--- src/sv/dlcr_pkg.sv ---
// Package with the shared constants and types of the DDA line color rasterizer.
`timescale 1ns / 1ps
`default_nettype none
package dlcr_pkg;
    localparam int COORD_BITS = 12;
    localparam int FRAC_BITS  = 16;
    localparam int COLOR_BITS = 8;
    localparam int DIV_W      = COORD_BITS + FRAC_BITS;
    localparam int DEN_W      = COORD_BITS + 1;
    localparam int XSTEP_W    = FRAC_BITS + 2;
    localparam int XACC_W     = COORD_BITS + FRAC_BITS + 1;
    localparam int CACC_W     = COLOR_BITS + FRAC_BITS + 1;
    localparam int CNT_W      = $clog2(DIV_W);
    localparam int LANES      = 5;

    localparam logic OP_LOAD = 1'b0;
    localparam logic OP_STEP = 1'b1;

    typedef struct packed {
        logic load;
        logic iter;
        logic commit;
        logic step;
    } t_cmd;

    typedef struct packed {
        logic out_hold;
    } t_status;
endpackage
`default_nettype wire

--- src/sv/dlcr_if.sv ---
// Request and pixel channel interfaces of the DDA line color rasterizer.
`timescale 1ns / 1ps
`default_nettype none
interface dlcr_in_if;
    logic                                  valid;
    logic                                  ready;
    logic                                  operation;
    logic signed [dlcr_pkg::COORD_BITS-1:0] start_x;
    logic signed [dlcr_pkg::COORD_BITS-1:0] start_y;
    logic signed [dlcr_pkg::COORD_BITS-1:0] end_x;
    logic signed [dlcr_pkg::COORD_BITS-1:0] end_y;
    logic [dlcr_pkg::COLOR_BITS-1:0]        start_red;
    logic [dlcr_pkg::COLOR_BITS-1:0]        start_green;
    logic [dlcr_pkg::COLOR_BITS-1:0]        start_blue;
    logic [dlcr_pkg::COLOR_BITS-1:0]        end_red;
    logic [dlcr_pkg::COLOR_BITS-1:0]        end_green;
    logic [dlcr_pkg::COLOR_BITS-1:0]        end_blue;

    modport source (
        output valid, operation, start_x, start_y, end_x, end_y,
        output start_red, start_green, start_blue, end_red, end_green, end_blue,
        input  ready
    );
    modport sink (
        input  valid, operation, start_x, start_y, end_x, end_y,
        input  start_red, start_green, start_blue, end_red, end_green, end_blue,
        output ready
    );
endinterface

interface dlcr_out_if;
    logic                                  valid;
    logic                                  ready;
    logic signed [dlcr_pkg::COORD_BITS-1:0] pixel_x;
    logic signed [dlcr_pkg::COORD_BITS-1:0] pixel_y;
    logic [dlcr_pkg::COLOR_BITS-1:0]        red;
    logic [dlcr_pkg::COLOR_BITS-1:0]        green;
    logic [dlcr_pkg::COLOR_BITS-1:0]        blue;
    logic                                  last_pixel;

    modport source (
        output valid, pixel_x, pixel_y, red, green, blue, last_pixel,
        input  ready
    );
    modport sink (
        input  valid, pixel_x, pixel_y, red, green, blue, last_pixel,
        output ready
    );
endinterface
`default_nettype wire

--- src/sv/dlcr_ctrl.sv ---
// Controller state machine that sequences line setup and pixel requests.
`timescale 1ns / 1ps
`default_nettype none
module dlcr_ctrl (
    input  wire logic              i_clk,
    input  wire logic              i_rst_n,
    input  wire logic              i_valid,
    input  wire logic              i_operation,
    input  wire dlcr_pkg::t_status i_status,
    output logic                   o_ready,
    output dlcr_pkg::t_cmd         o_cmd
);
    import dlcr_pkg::*;

    localparam logic [1:0] S_IDLE   = 2'd0;
    localparam logic [1:0] S_DIV    = 2'd1;
    localparam logic [1:0] S_COMMIT = 2'd2;

    localparam logic [CNT_W-1:0] CNT_LAST = CNT_W'(DIV_W - 1);

    logic [1:0]       r_state, n_state;
    logic [CNT_W-1:0] r_cnt, n_cnt;
    logic             w_accept;

    assign o_ready  = (r_state == S_IDLE) && !i_status.out_hold;
    assign w_accept = i_valid && o_ready;

    always_comb begin
        n_state      = r_state;
        n_cnt        = r_cnt;
        o_cmd        = '0;
        case (r_state)
            S_IDLE: begin
                if (w_accept && i_operation == OP_LOAD) begin
                    o_cmd.load = 1'b1;
                    n_cnt      = '0;
                    n_state    = S_DIV;
                end else if (w_accept && i_operation == OP_STEP) begin
                    o_cmd.step = 1'b1;
                end
            end
            S_DIV: begin
                o_cmd.iter = 1'b1;
                n_cnt      = r_cnt + 1'b1;
                if (r_cnt == CNT_LAST) begin
                    n_state = S_COMMIT;
                end
            end
            S_COMMIT: begin
                o_cmd.commit = 1'b1;
                n_state      = S_IDLE;
            end
            default: begin
                n_state = S_IDLE;
            end
        endcase
    end

    always_ff @(posedge i_clk) begin
        if (!i_rst_n) begin
            r_state <= S_IDLE;
            r_cnt   <= '0;
        end else begin
            r_state <= n_state;
            r_cnt   <= n_cnt;
        end
    end
endmodule
`default_nettype wire

--- src/sv/dlcr_dp.sv ---
// Datapath with the setup dividers, the position and color accumulators and the pixel register.
`timescale 1ns / 1ps
`default_nettype none
module dlcr_dp (
    input  wire logic                                  i_clk,
    input  wire logic                                  i_rst_n,
    input  wire dlcr_pkg::t_cmd                        i_cmd,
    output dlcr_pkg::t_status                          o_status,
    input  wire logic signed [dlcr_pkg::COORD_BITS-1:0] i_start_x,
    input  wire logic signed [dlcr_pkg::COORD_BITS-1:0] i_start_y,
    input  wire logic signed [dlcr_pkg::COORD_BITS-1:0] i_end_x,
    input  wire logic signed [dlcr_pkg::COORD_BITS-1:0] i_end_y,
    input  wire logic [dlcr_pkg::COLOR_BITS-1:0]        i_start_red,
    input  wire logic [dlcr_pkg::COLOR_BITS-1:0]        i_start_green,
    input  wire logic [dlcr_pkg::COLOR_BITS-1:0]        i_start_blue,
    input  wire logic [dlcr_pkg::COLOR_BITS-1:0]        i_end_red,
    input  wire logic [dlcr_pkg::COLOR_BITS-1:0]        i_end_green,
    input  wire logic [dlcr_pkg::COLOR_BITS-1:0]        i_end_blue,
    input  wire logic                                  i_out_ready,
    output logic                                       o_out_valid,
    output logic signed [dlcr_pkg::COORD_BITS-1:0]      o_pixel_x,
    output logic signed [dlcr_pkg::COORD_BITS-1:0]      o_pixel_y,
    output logic [dlcr_pkg::COLOR_BITS-1:0]             o_red,
    output logic [dlcr_pkg::COLOR_BITS-1:0]             o_green,
    output logic [dlcr_pkg::COLOR_BITS-1:0]             o_blue,
    output logic                                       o_last_pixel
);
    import dlcr_pkg::*;

    localparam logic [XACC_W-1:0] HALF = XACC_W'(1) << (FRAC_BITS - 1);

    // Setup arithmetic on the incoming request.
    logic [COORD_BITS:0]     w_dx, w_dy;
    logic [COORD_BITS:0]     w_adx_full, w_ady_full;
    logic [COORD_BITS-1:0]   w_adx, w_ady, w_steps;
    logic [DEN_W-1:0]        w_den_xy, w_den_c;
    logic [COLOR_BITS-1:0]   w_c0 [3];
    logic [COLOR_BITS-1:0]   w_c1 [3];
    logic [COLOR_BITS:0]     w_cd [3];
    logic [COLOR_BITS:0]     w_cd_abs [3];
    logic [COORD_BITS-1:0]   w_mag [LANES];
    logic                    w_neg [LANES];

    // Divider lanes: x, y, red, green, blue.
    logic [DEN_W-1:0]        r_rem [LANES];
    logic [DIV_W-1:0]        r_dq [LANES];
    logic                    r_neg [LANES];
    logic [DEN_W-1:0]        r_den_xy, r_den_c;

    // Line state.
    logic [XACC_W-1:0]       r_x_acc, r_y_acc;
    logic [XSTEP_W-1:0]      r_x_step, r_y_step;
    logic [CACC_W-1:0]       r_c_acc [3];
    logic [CACC_W-1:0]       r_c_step [3];
    logic [DEN_W-1:0]        r_left;
    logic                    r_active;

    logic                    r_o_valid;
    logic [COORD_BITS-1:0]   r_o_x, r_o_y;
    logic [COLOR_BITS-1:0]   r_o_c [3];
    logic                    r_o_last;

    logic [XSTEP_W-1:0]      w_xq, w_yq;
    logic [COORD_BITS-1:0]   w_rx, w_ry;
    logic                    w_emit;

    function automatic logic [COORD_BITS-1:0] round_coord(input logic [XACC_W-1:0] a);
        logic [XACC_W-1:0]     mag;
        logic [XACC_W-1:0]     sum;
        logic [COORD_BITS:0]   r;
        mag = a[XACC_W-1] ? -a : a;
        sum = mag + HALF;
        r   = sum[XACC_W-1:FRAC_BITS];
        return a[XACC_W-1] ? COORD_BITS'(-r) : COORD_BITS'(r);
    endfunction

    assign w_dx       = {i_end_x[COORD_BITS-1], i_end_x} - {i_start_x[COORD_BITS-1], i_start_x};
    assign w_dy       = {i_end_y[COORD_BITS-1], i_end_y} - {i_start_y[COORD_BITS-1], i_start_y};
    assign w_adx_full = w_dx[COORD_BITS] ? -w_dx : w_dx;
    assign w_ady_full = w_dy[COORD_BITS] ? -w_dy : w_dy;
    assign w_adx      = w_adx_full[COORD_BITS-1:0];
    assign w_ady      = w_ady_full[COORD_BITS-1:0];
    assign w_steps    = (w_adx > w_ady) ? w_adx : w_ady;
    assign w_den_xy   = (w_steps == '0) ? DEN_W'(1) : DEN_W'(w_steps);
    assign w_den_c    = DEN_W'(w_steps) + 1'b1;

    assign w_c0[0] = i_start_red;
    assign w_c0[1] = i_start_green;
    assign w_c0[2] = i_start_blue;
    assign w_c1[0] = i_end_red;
    assign w_c1[1] = i_end_green;
    assign w_c1[2] = i_end_blue;

    always_comb begin
        w_mag[0] = w_adx;
        w_neg[0] = w_dx[COORD_BITS];
        w_mag[1] = w_ady;
        w_neg[1] = w_dy[COORD_BITS];
        for (int k = 0; k < 3; k++) begin
            w_cd[k]      = {1'b0, w_c1[k]} - {1'b0, w_c0[k]};
            w_cd_abs[k]  = w_cd[k][COLOR_BITS] ? -w_cd[k] : w_cd[k];
            w_mag[2 + k] = COORD_BITS'(w_cd_abs[k][COLOR_BITS-1:0]);
            w_neg[2 + k] = w_cd[k][COLOR_BITS];
        end
    end

    // One restoring quotient bit per lane and cycle.
    always_ff @(posedge i_clk) begin
        for (int k = 0; k < LANES; k++) begin
            if (i_cmd.load) begin
                r_rem[k] <= '0;
                r_dq[k]  <= {w_mag[k], {FRAC_BITS{1'b0}}};
                r_neg[k] <= w_neg[k];
            end else if (i_cmd.iter) begin
                if ({r_rem[k], r_dq[k][DIV_W-1]} >=
                        {1'b0, (k < 2) ? r_den_xy : r_den_c}) begin
                    r_rem[k] <= DEN_W'({r_rem[k], r_dq[k][DIV_W-1]} -
                                {1'b0, (k < 2) ? r_den_xy : r_den_c});
                    r_dq[k]  <= {r_dq[k][DIV_W-2:0], 1'b1};
                end else begin
                    r_rem[k] <= DEN_W'({r_rem[k], r_dq[k][DIV_W-1]});
                    r_dq[k]  <= {r_dq[k][DIV_W-2:0], 1'b0};
                end
            end
        end
        if (i_cmd.load) begin
            r_den_xy <= w_den_xy;
            r_den_c  <= w_den_c;
        end
    end

    assign w_xq   = XSTEP_W'(r_dq[0][FRAC_BITS:0]);
    assign w_yq   = XSTEP_W'(r_dq[1][FRAC_BITS:0]);
    assign w_emit = i_cmd.step && r_active;
    assign w_rx   = round_coord(r_x_acc);
    assign w_ry   = round_coord(r_y_acc);

    always_ff @(posedge i_clk) begin
        if (i_cmd.load) begin
            r_x_acc <= {i_start_x[COORD_BITS-1], i_start_x, {FRAC_BITS{1'b0}}};
            r_y_acc <= {i_start_y[COORD_BITS-1], i_start_y, {FRAC_BITS{1'b0}}};
            for (int k = 0; k < 3; k++) begin
                r_c_acc[k] <= {1'b0, w_c0[k], {FRAC_BITS{1'b0}}};
            end
        end else if (w_emit && r_left != DEN_W'(1)) begin
            r_x_acc <= r_x_acc + {{(XACC_W - XSTEP_W){r_x_step[XSTEP_W-1]}}, r_x_step};
            r_y_acc <= r_y_acc + {{(XACC_W - XSTEP_W){r_y_step[XSTEP_W-1]}}, r_y_step};
            for (int k = 0; k < 3; k++) begin
                r_c_acc[k] <= r_c_acc[k] + r_c_step[k];
            end
        end
        if (i_cmd.commit) begin
            r_x_step <= r_neg[0] ? -w_xq : w_xq;
            r_y_step <= r_neg[1] ? -w_yq : w_yq;
            for (int k = 0; k < 3; k++) begin
                r_c_step[k] <= r_neg[2 + k] ?
                    -CACC_W'(r_dq[2 + k][COLOR_BITS+FRAC_BITS-1:0]) :
                     CACC_W'(r_dq[2 + k][COLOR_BITS+FRAC_BITS-1:0]);
            end
        end
        if (w_emit) begin
            r_o_x    <= w_rx;
            r_o_y    <= w_ry;
            r_o_last <= (r_left == DEN_W'(1));
            for (int k = 0; k < 3; k++) begin
                // The accumulator stays between the two end colors.
                r_o_c[k] <= r_c_acc[k][CACC_W-1] ? '0 :
                            r_c_acc[k][COLOR_BITS+FRAC_BITS-1:FRAC_BITS];
            end
        end
    end

    always_ff @(posedge i_clk) begin
        if (!i_rst_n) begin
            r_active  <= 1'b0;
            r_left    <= '0;
            r_o_valid <= 1'b0;
        end else begin
            if (i_cmd.load) begin
                r_active <= 1'b0;
                r_left   <= w_den_c;
            end else if (i_cmd.commit) begin
                r_active <= 1'b1;
            end else if (w_emit) begin
                r_left <= r_left - 1'b1;
                if (r_left == DEN_W'(1)) begin
                    r_active <= 1'b0;
                end
            end
            if (w_emit) begin
                r_o_valid <= 1'b1;
            end else if (i_out_ready) begin
                r_o_valid <= 1'b0;
            end
        end
    end

    assign o_status.out_hold = r_o_valid && !i_out_ready;
    assign o_out_valid       = r_o_valid;
    assign o_pixel_x         = r_o_x;
    assign o_pixel_y         = r_o_y;
    assign o_red             = r_o_c[0];
    assign o_green           = r_o_c[1];
    assign o_blue            = r_o_c[2];
    assign o_last_pixel      = r_o_last;
endmodule
`default_nettype wire

--- src/sv/dda_line_color_rasterizer_top.sv ---
// Top level of the DDA line color rasterizer.
`timescale 1ns / 1ps
`default_nettype none
// A load request is accepted, then the five setup divisions (x and y increments and
// three color increments) run in parallel at one quotient bit per cycle, and the
// S_COMMIT state then commits the increments. No request is taken during that time.
// A step request yields one pixel from the position and color accumulators;
// steps are accepted every cycle while the pixel
// register is free or being emptied in the same cycle. A step with no line loaded gives
// no pixel, and a load always replaces the current line.
module dda_line_color_rasterizer_top (
    input  wire logic  i_clk,
    input  wire logic  i_rst_n,
    dlcr_in_if.sink    i_req,
    dlcr_out_if.source o_pix
);
    import dlcr_pkg::*;

    t_cmd    w_cmd;
    t_status w_status;
    logic    w_ready;

    assign i_req.ready = w_ready;

    dlcr_ctrl u_ctrl (
        .i_clk       (i_clk),
        .i_rst_n     (i_rst_n),
        .i_valid     (i_req.valid),
        .i_operation (i_req.operation),
        .i_status    (w_status),
        .o_ready     (w_ready),
        .o_cmd       (w_cmd)
    );

    dlcr_dp u_dp (
        .i_clk         (i_clk),
        .i_rst_n       (i_rst_n),
        .i_cmd         (w_cmd),
        .o_status      (w_status),
        .i_start_x     (i_req.start_x),
        .i_start_y     (i_req.start_y),
        .i_end_x       (i_req.end_x),
        .i_end_y       (i_req.end_y),
        .i_start_red   (i_req.start_red),
        .i_start_green (i_req.start_green),
        .i_start_blue  (i_req.start_blue),
        .i_end_red     (i_req.end_red),
        .i_end_green   (i_req.end_green),
        .i_end_blue    (i_req.end_blue),
        .i_out_ready   (o_pix.ready),
        .o_out_valid   (o_pix.valid),
        .o_pixel_x     (o_pix.pixel_x),
        .o_pixel_y     (o_pix.pixel_y),
        .o_red         (o_pix.red),
        .o_green       (o_pix.green),
        .o_blue        (o_pix.blue),
        .o_last_pixel  (o_pix.last_pixel)
    );

`ifndef SYNTH
    // A new pixel appears only after an accepted step request.
    a_pixel_from_step: assert property (@(posedge i_clk) disable iff (!i_rst_n)
        $rose(o_pix.valid) |-> $past(i_req.valid && i_req.ready && i_req.operation))
        else $error("pixel appeared without a step request");

    // No request is taken while the dividers run.
    a_no_accept_in_div: assert property (@(posedge i_clk) disable iff (!i_rst_n)
        w_cmd.iter |-> !i_req.ready)
        else $error("request accepted during line setup");

    // The increments are committed right after the last divider iteration.
    a_commit_after_iter: assert property (@(posedge i_clk) disable iff (!i_rst_n)
        w_cmd.commit |-> $past(w_cmd.iter))
        else $error("commit without preceding division");
`endif
endmodule
`default_nettype wire
--- src/flat_wrapper.sv ---
// flat-port wrapper written by rule: the top's interface ports become plain ports
module dda_line_color_rasterizer_top_flat import dlcr_pkg::*;
  (i_clk, i_rst_n, i_req_valid, i_req_operation, i_req_start_x, i_req_start_y, i_req_end_x, i_req_end_y, i_req_start_red, i_req_start_green, i_req_start_blue, i_req_end_red, i_req_end_green, i_req_end_blue, i_req_ready, o_pix_valid, o_pix_pixel_x, o_pix_pixel_y, o_pix_red, o_pix_green, o_pix_blue, o_pix_last_pixel, o_pix_ready);
  dlcr_in_if i_req_i ();
  dlcr_out_if o_pix_i ();
  input  wire logic i_clk;
  input  wire logic i_rst_n;
  input wire logic [$bits(i_req_i.valid)-1:0] i_req_valid;
  input wire logic [$bits(i_req_i.operation)-1:0] i_req_operation;
  input wire logic [$bits(i_req_i.start_x)-1:0] i_req_start_x;
  input wire logic [$bits(i_req_i.start_y)-1:0] i_req_start_y;
  input wire logic [$bits(i_req_i.end_x)-1:0] i_req_end_x;
  input wire logic [$bits(i_req_i.end_y)-1:0] i_req_end_y;
  input wire logic [$bits(i_req_i.start_red)-1:0] i_req_start_red;
  input wire logic [$bits(i_req_i.start_green)-1:0] i_req_start_green;
  input wire logic [$bits(i_req_i.start_blue)-1:0] i_req_start_blue;
  input wire logic [$bits(i_req_i.end_red)-1:0] i_req_end_red;
  input wire logic [$bits(i_req_i.end_green)-1:0] i_req_end_green;
  input wire logic [$bits(i_req_i.end_blue)-1:0] i_req_end_blue;
  output wire logic [$bits(i_req_i.ready)-1:0] i_req_ready;
  output wire logic [$bits(o_pix_i.valid)-1:0] o_pix_valid;
  output wire logic [$bits(o_pix_i.pixel_x)-1:0] o_pix_pixel_x;
  output wire logic [$bits(o_pix_i.pixel_y)-1:0] o_pix_pixel_y;
  output wire logic [$bits(o_pix_i.red)-1:0] o_pix_red;
  output wire logic [$bits(o_pix_i.green)-1:0] o_pix_green;
  output wire logic [$bits(o_pix_i.blue)-1:0] o_pix_blue;
  output wire logic [$bits(o_pix_i.last_pixel)-1:0] o_pix_last_pixel;
  input wire logic [$bits(o_pix_i.ready)-1:0] o_pix_ready;
  assign i_req_i.valid = i_req_valid;
  assign i_req_i.operation = i_req_operation;
  assign i_req_i.start_x = i_req_start_x;
  assign i_req_i.start_y = i_req_start_y;
  assign i_req_i.end_x = i_req_end_x;
  assign i_req_i.end_y = i_req_end_y;
  assign i_req_i.start_red = i_req_start_red;
  assign i_req_i.start_green = i_req_start_green;
  assign i_req_i.start_blue = i_req_start_blue;
  assign i_req_i.end_red = i_req_end_red;
  assign i_req_i.end_green = i_req_end_green;
  assign i_req_i.end_blue = i_req_end_blue;
  assign i_req_ready = i_req_i.ready;
  assign o_pix_valid = o_pix_i.valid;
  assign o_pix_pixel_x = o_pix_i.pixel_x;
  assign o_pix_pixel_y = o_pix_i.pixel_y;
  assign o_pix_red = o_pix_i.red;
  assign o_pix_green = o_pix_i.green;
  assign o_pix_blue = o_pix_i.blue;
  assign o_pix_last_pixel = o_pix_i.last_pixel;
  assign o_pix_i.ready = o_pix_ready;
  dda_line_color_rasterizer_top u_core (.i_clk(i_clk), .i_rst_n(i_rst_n), .i_req(i_req_i), .o_pix(o_pix_i));
endmodule
--- config.mk ---
export PLATFORM = sky130hd
export DESIGN_NAME = dda_line_color_rasterizer_top_flat
export DESIGN_NICKNAME = d
export VERILOG_FILES = /design/src/sv/dlcr_pkg.sv /design/src/sv/dlcr_if.sv /design/src/sv/dlcr_ctrl.sv /design/src/sv/dlcr_dp.sv /design/src/sv/dda_line_color_rasterizer_top.sv /design/src/flat_wrapper.sv
export SDC_FILE = /design/constraint.sdc
export NUM_CORES = 1
export LEC_CHECK = 0
export BUFFER_PORTS_ARGS = -buffer_cell sky130_fd_sc_hd__buf_2
export CAP_MARGIN = 20
export CELL_PAD_IN_SITES_DETAIL_PLACEMENT = 2
export CELL_PAD_IN_SITES_GLOBAL_PLACEMENT = 2
export CORE_MARGIN = 3
export CORE_UTILIZATION = 40
export CTS_CLUSTER_DIAMETER = 120
export CTS_CLUSTER_SIZE = 28
export DETAILED_ROUTE_END_ITERATION = 8
export GPL_ROUTABILITY_DRIVEN = 0
export PLACE_DENSITY_LB_ADDON = 0.1
export SLEW_MARGIN = 25
export SYNTH_ARGS = -nofsm -noshare
export SYNTH_HDL_FRONTEND = slang
export SYNTH_SLANG_ARGS = --single-unit
--- constraint.sdc ---
create_clock -name i_clk -period 13.9 [get_ports i_clk]
set_input_delay 2.78 -clock i_clk [delete_from_list [all_inputs] [get_ports i_clk]]
set_output_delay 2.78 -clock i_clk [all_outputs]
set_load 0.01 [all_outputs]
# [Word level (Yosys, flattened, before mapping)]
# Memories as Yosys holds them, arrays and structs flattened.
# Cells that the tools add are included.
# Widths: inputs -> output; s select.
[op_classes] add_sub_neg=34 n_lt_le_gt_ge=6 n_eq_ne=8 n_mux=114 bitwise=25 reduce_logical=22
[ops] op="$mux 28" count=12
[ops] op="$mux 13" count=13
[ops] op="$mux 25" count=6
[ops] op="$mux 29" count=4
[ops] op="$add 25x25->25" count=3
[ops] op="$neg 24->25" count=3
[ops] op="$ge 14x13->1" count=5
[ops] op="$sub 13x13->13" count=5
[ops] op="$mux 1" count=61
[ops] op="$mux 12" count=5
[ops] op="$add 29x29->29" count=2
[ops] op="$add 28x16->28 const B" count=2
[ops] op="$neg 28->28" count=2
[ops] op="$mux 8" count=6
[ops] op="$neg 12->12" count=4
[ops] op="$neg 17->18" count=2
[ops] op="$mux 17" count=2
[ops] op="$sub 8x8->9" count=3
[ops] op="$sub 12x12->13" count=2
[ops] op="$neg 8->8" count=3
[ops] op="$or 1x1->1" count=23
[ops] op="$add 12x1->13 const B" count=1
[ops] op="$eq 13x1->1 const B" count=1
[ops] op="$ne 13x1->1 const B" count=1
[ops] op="other kinds (20)" count=38
[word_totals] ff_bits=167 ramBits=384 inputBits=101 output_inout_bits=51 wordCells=234 n_memories=6
[memory_table] name="u_core.u_dp.r_dq" words=5 word_bits=28 read_ports=5 rd_clocked_by_memory_dff=0 write_ports=5 line_no="dlcr_dp.sv:46" text="logic [DIV_W-1:0] r_dq [LANES];"
[memory_table] name="u_core.u_dp.r_c_acc" words=3 word_bits=25 read_ports=3 rd_clocked_by_memory_dff=0 write_ports=3 line_no="dlcr_dp.sv:53" text="logic [CACC_W-1:0] r_c_acc [3];"
[memory_table] name="u_core.u_dp.r_c_step" words=3 word_bits=25 read_ports=3 rd_clocked_by_memory_dff=0 write_ports=3 line_no="dlcr_dp.sv:54" text="logic [CACC_W-1:0] r_c_step [3];"
[memory_table] name="u_core.u_dp.r_rem" words=5 word_bits=13 read_ports=5 rd_clocked_by_memory_dff=0 write_ports=5 line_no="dlcr_dp.sv:45" text="logic [DEN_W-1:0] r_rem [LANES];"
[memory_table] name="u_core.u_dp.r_o_c" words=3 word_bits=8 read_ports=3 rd_clocked_by_memory_dff=0 write_ports=3 line_no="dlcr_dp.sv:60" text="logic [COLOR_BITS-1:0] r_o_c [3];"
[memory_table] name="u_core.u_dp.r_neg" words=5 word_bits=1 read_ports=5 rd_clocked_by_memory_dff=0 write_ports=5 line_no="dlcr_dp.sv:47" text="logic r_neg [LANES];"

# [Logic depth before layout (Yosys ltp)]
[depth] word_depth=15 mapped_depth=29 depth_no_buf=27

# [By module]
# A second synthesis with hierarchy kept.
[unflattened] cells_unflattened=3665 area_unflattened_um2=36216.0
[modules_own_cells] module="dlcr_dp" n_inst=1 cells_each=3620 area_each_um2=35844.4 seq_area_each_um2=15835.2
[modules_own_cells] module="dlcr_ctrl" n_inst=1 cells_each=45 area_each_um2=371.6 seq_area_each_um2=140.1

# [Least setup slack after synthesis]
# OpenSTA, ideal clock, no wires.
[synth_timing] path_kind="input port to flip-flop" start="input port o_pix_ready" end="memory u_core.u_dp.r_dq[0][0] (netlist name) (enable)" setup_time_ps=575 t_arrival_ps=8142 slack_ps=5182 cell_stages=6 n_path_buf=1 cell_sequence="nor2b_1 > nor3_1 > nand2_1 > or2_2 > clkbuf_1 > nand2_1"
[synth_rtl] element="start, declared" line_no="flat_wrapper.sv:28" text="input wire logic [$bits(o_pix_i.ready)-1:0] o_pix_ready;"
[synth_rtl] element="end, declared" line_no="dlcr_dp.sv:46"

# [Worst setup path after layout]
[layout_timing] start="input port i_req_end_y[0]" end="register u_core.u_dp.r_den_xy[1] (data pin)"
[layout_via] elab_chain_cells=6
[layout_rtl] element="start, declared" line_no="flat_wrapper.sv:13" text="input wire logic [$bits(i_req_i.end_y)-1:0] i_req_end_y;"
[layout_rtl] element="$sub 12x12->13 (*)" line_no="dlcr_dp.sv:78" text="assign w_dy = {i_end_y[COORD_BITS-1], i_end_y} - {i_start_y[COORD_BITS-1], i_start_y};"
[layout_rtl] element="$neg 12->12" line_no="dlcr_dp.sv:80" text="assign w_ady_full = w_dy[COORD_BITS] ? -w_dy : w_dy;"
[layout_rtl] element="$mux 12 (*)" line_no="dlcr_dp.sv:80"
[layout_rtl] element="$gt 12x12->1" line_no="dlcr_dp.sv:83" text="assign w_steps = (w_adx > w_ady) ? w_adx : w_ady;"
[layout_rtl] element="$mux 12 (*)" line_no="dlcr_dp.sv:83"
[layout_rtl] element="$logic_not 12->1" line_no="dlcr_dp.sv:84" text="assign w_den_xy = (w_steps == '0) ? DEN_W'(1) : DEN_W'(w_steps);"
[layout_rtl] element="end signal, assigned" line_no="dlcr_dp.sv:127" text="r_den_xy <= w_den_xy;"
[layout_rtl] element="end, declared" line_no="dlcr_dp.sv:48" text="logic [DEN_W-1:0] r_den_xy, r_den_c;"
# Mark *: on every way between the ends. The rest lies on a longest branch, timed or not.
# A chain may end at the register's enable or synchronous reset.

==> metrics.md <==
| Metric | Value |
|---|---|
| Largest net degree at the start of global routing | `77` |
| Final setup vio count | `0` |
| Area share of the largest cell type after synthesis | `0.418` |
| Tcrit/Tclk final | `0.642` |
| Placed cell area | `0.0377 sq mm` |
| Seq/Total Area, Yosys | `0.448` |
| Worst Hold End | `u_core.u_dp.r_c_step[0][0]` |
| Post-route cell area | `0.0386 sq mm` |
| WP data arrival | `9.29 ns` |
| Clk Latency, worst-skew pair | `0.63 ns` |
| Final Hold Fails | `0` |
| Post-Syn Area | `0.0357 sq mm` |
| Gr ovfl total | `0` |
| Filler instances | `9,292` |
| Fmax | `112 MHz` |
| Fraction of registers with async set/reset | `0` |
| TritonRoute pass-1 iters | `5` |
| Chip width | `305 um` |
| Routed WL | `102 mm` |
| Max clock buf depth | `3` |
| Iter 0 DRT Violations | `1,252` |
| Worst Tran Pin Value | `1.01 ns` |
| Core Region | `0.0876 sq mm` |
| CP Max Fanout | `37` |
| First-pass GRT wire length | `165 mm` |
| CTS Hold Bufs | `0` |
| Status | `finished clean` |
| Final net count | `4,038` |
| Die H | `305 um` |
| Count of cell types in the netlist | `86` |
| Most frequent cells in the layout | `edfxtp_1 (496), nor2_1 (298), ha_1 (268)` |
| Ys flop type | `edfxtp_1` |
| Synth top area cells | `edfxtp_1 (42%), ha_1 (9.4%), xnor2_1 (6.6%)` |
| Die area | `0.0928 sq mm` |
| Initial core utilization | `0.407` |
| Reg-to-reg critical path startpoint | `u_core.u_dp.o_out_valid` |
| RSZ-0062 raised after global routing | `false` |
| Via count | `27.0k` |
| Cells after Synth | `3,549` |
| YS warnings | `0` |
| Post-cts sizing count | `0` |
| Hold wc startpoint | `u_core.u_dp.r_dq[2][0]` |
| Worst Skew | `0.0268 ns` |
| Hold Crit Class | `reg -> reg` |
| # Post-CTS Setup Buffers | `0` |
| Num CTS Buffers | `27` |
| IO Pins | `152` |
| Post-synth EDFFs | `496` |
| Reg2reg end | `u_core.u_dp.r_c_acc[0][53]` |
| Area leader, netlist | `edfxtp_1` |
| Slew Limit Fails | `0` |
| Tot GR Track Use | `0.215` |
| Remaining antenna violation count | `0` |
| Max VDD drop | `0.0942 mV` |
| Ant. Diodes | `0` |
| I/O Buffers | `151` |
| Synth-to-layout area growth | `8.26%` |
| Setup Crit Path Kind | `in -> reg` |
| Clock Pin Slew Worst Setup and Hold Paths | `0.12 ns` |
| Max transition margin | `0.324` |
| Lkg Pwr | `0.0152 uW` |
| WL per Instance | `21.1 um` |
| R2r setup slk | `9.04 ns` |
| Clock period minus worst slack | `8.92 ns` |
| Register-to-Register Path Depth | `7` |
| CP Launch Type | `primary input` |
| WHS Path Cells | `0` |
| H-tree level count | `1` |
| P per Cell Area | `110 mW/mm^2` |
| Max cap viols | `0` |
| Row cnt | `108` |
| Syn Area/Cell | `10.0 sq um` |
| Commonest non-fill, non-tap cell in the layout | `edfxtp_1` |
| CTS root buffer | `clkbuf_16` |
| CTS Sinks | `550` |
| CP required | `14.27 ns` |
| Routed vias/inst | `5.60` |
| Number of global-route vias before repair | `29.9k` |
| # DRC | `0` |
| Initial antenna violation count | `2` |
| Final HPWL DP | `76.0 mm` |
| CTS tree | `yes` |
| CP Capture Type | `flip-flop` |
| Register bit total from synthesis | `550` |
| Ratio of cells with drive above 1 in the final layout | `0.0732` |
| Syn nets | `3,933` |
| Fin Setup TNS | `0 ns` |
flip-flops by register name, summed over array words and instances, names as in the netlist, 5 cells and up:
name and flops:
u_core.u_ctrl.r_cnt 5, u_core.u_dp.o_pixel_x 12, u_core.u_dp.o_pixel_y 12, u_core.u_dp.r_c_acc 75, u_core.u_dp.r_c_step 75, u_core.u_dp.r_den_c 13, u_core.u_dp.r_den_xy 12, u_core.u_dp.r_dq 140
u_core.u_dp.r_left 13, u_core.u_dp.r_neg 5, u_core.u_dp.r_o_c 24, u_core.u_dp.r_rem 65, u_core.u_dp.r_x_acc 29, u_core.u_dp.r_x_step 18, u_core.u_dp.r_y_acc 29, u_core.u_dp.r_y_step 18
per-stage QoR:
step	std cells	power [uW]	worst slack [ns]	hold WS, ns	util
global placement	4779	3210	4.72	0.439	0.431
global route	4828	4500	4.33	0.514	0.441
CTS	4828	4300	4.99	0.494	0.441
detailed placement	4780	3290	4.32	0.471	0.431
floorplan	3549	2930	5.18	0.424	-
finish	4828	4250	4.98	0.493	0.441
worst max-delay path, cell delays in order:
cell and delay [ns]:
buf_2 0.08, inv_1 0.04, ha_1 0.26, fa_1 0.43, nor2b_1 0.24, o31a_1 0.21
a21oi_1 0.11, nor3_1 0.37, o21ai_0 0.20, a2111oi_0 0.66, mux2i_1 0.31, nor2_1 0.07
a211o_1 0.31, inv_1 0.12, ha_1 0.21, nand3_1 0.14, or2_2 0.33, or4_1 0.41
mux2i_1 0.19, a311o_1 0.23, nand2_4 0.28, o21ai_0 0.37, ha_1 0.23, nand2_1 0.06
or4_1 0.49, nor2b_1 0.15
cells by family after synthesis:
family	Yosys count	share of synthesized area
buffers and inverters	306	0.0323
flip-flops	550	0.448
AND/OR/NAND/NOR	1142	0.159
XOR/XNOR	391	0.0965
multiplexers	55	0.0156
AO/OA/AOI/OAI	821	0.146
adder cells (fa/ha/maj)	284	0.103
worst max-delay path by stage:
stage,cells after the start,end,slack [ns],from
detailed placement,25,u_core.u_dp.r_den_xy[1],4.32,i_req_end_x[0]
CTS,25,u_core.u_dp.r_den_xy[1],4.99,i_req_end_x[0]
finish,26,u_core.u_dp.r_den_xy[1],4.98,i_req_end_y[0]
global placement,25,u_core.u_dp.r_den_xy[1],4.72,i_req_end_x[0]
global route,26,u_core.u_dp.r_den_xy[1],4.33,i_req_end_y[0]
floorplan,6,u_core.u_dp.r_dq[0][0],5.18,o_pix_ready
cells in the mapped netlist (11+ instances only):
| cell type | number |
|---|---|
| and2_1 | 97 |
| o31ai_1 | 50 |
| nand2b_1 | 59 |
| xor2_1 | 122 |
| or4_1 | 26 |
| xnor2_1 | 267 |
| o41ai_1 | 14 |
| o21bai_1 | 34 |
| nand3_1 | 85 |
| clkbuf_1 | 91 |
| fa_1 | 15 |
| o31a_1 | 12 |
| nor3_1 | 86 |
| nor4_1 | 21 |
| nand2_1 | 235 |
| o21a_1 | 23 |
| a31oi_1 | 28 |
| and3_1 | 31 |
| a211o_1 | 11 |
| a21o_1 | 64 |
| a211oi_1 | 28 |
| inv_1 | 201 |
| edfxtp_1 | 496 |
| o211a_1 | 11 |
| o22ai_1 | 21 |
| nor2b_1 | 81 |
| a21oi_1 | 211 |
| a21boi_0 | 14 |
| dfxtp_1 | 54 |
| mux2i_1 | 50 |
| ha_1 | 268 |
| nor2_1 | 299 |
| or2_2 | 18 |
| or3_1 | 53 |
| o21ai_0 | 228 |
| nand4_1 | 22 |
power breakdown:
group	total, uW	internal (uW)	switching, uW
combinational	1210	473	734
clock	997	386	611
sequential	2040	1960	84.1
routing by layer:
| layer | vias to the layer above | wire length (um) | track usage |
|---|---|---|---|
| li1 | 13000 | - | - |
| met1 | 13600 | 45300 | 0.275 |
| met2 | 275 | 52000 | 0.395 |
| met3 | 100 | 2310 | 0.0192 |
| met4 | 2 | 2230 | 0.0461 |
| met5 | - | 13 | 0 |
final cells by class:
class / instances / area (sq um) / area share
clock buffer: 36 / 709 / 0.0184
clock inverter: 12 / 158 / 0.00408
inverter: 206 / 773 / 0.0200
multi-input combinational: 2693 / 18600 / 0.481
sequential: 550 / 16000 / 0.414
tap: 1155 / 1450 / 0.0374
timing repair buffer: 176 / 960 / 0.0249
Note: power is estimated with default switching activity, not from simulation.
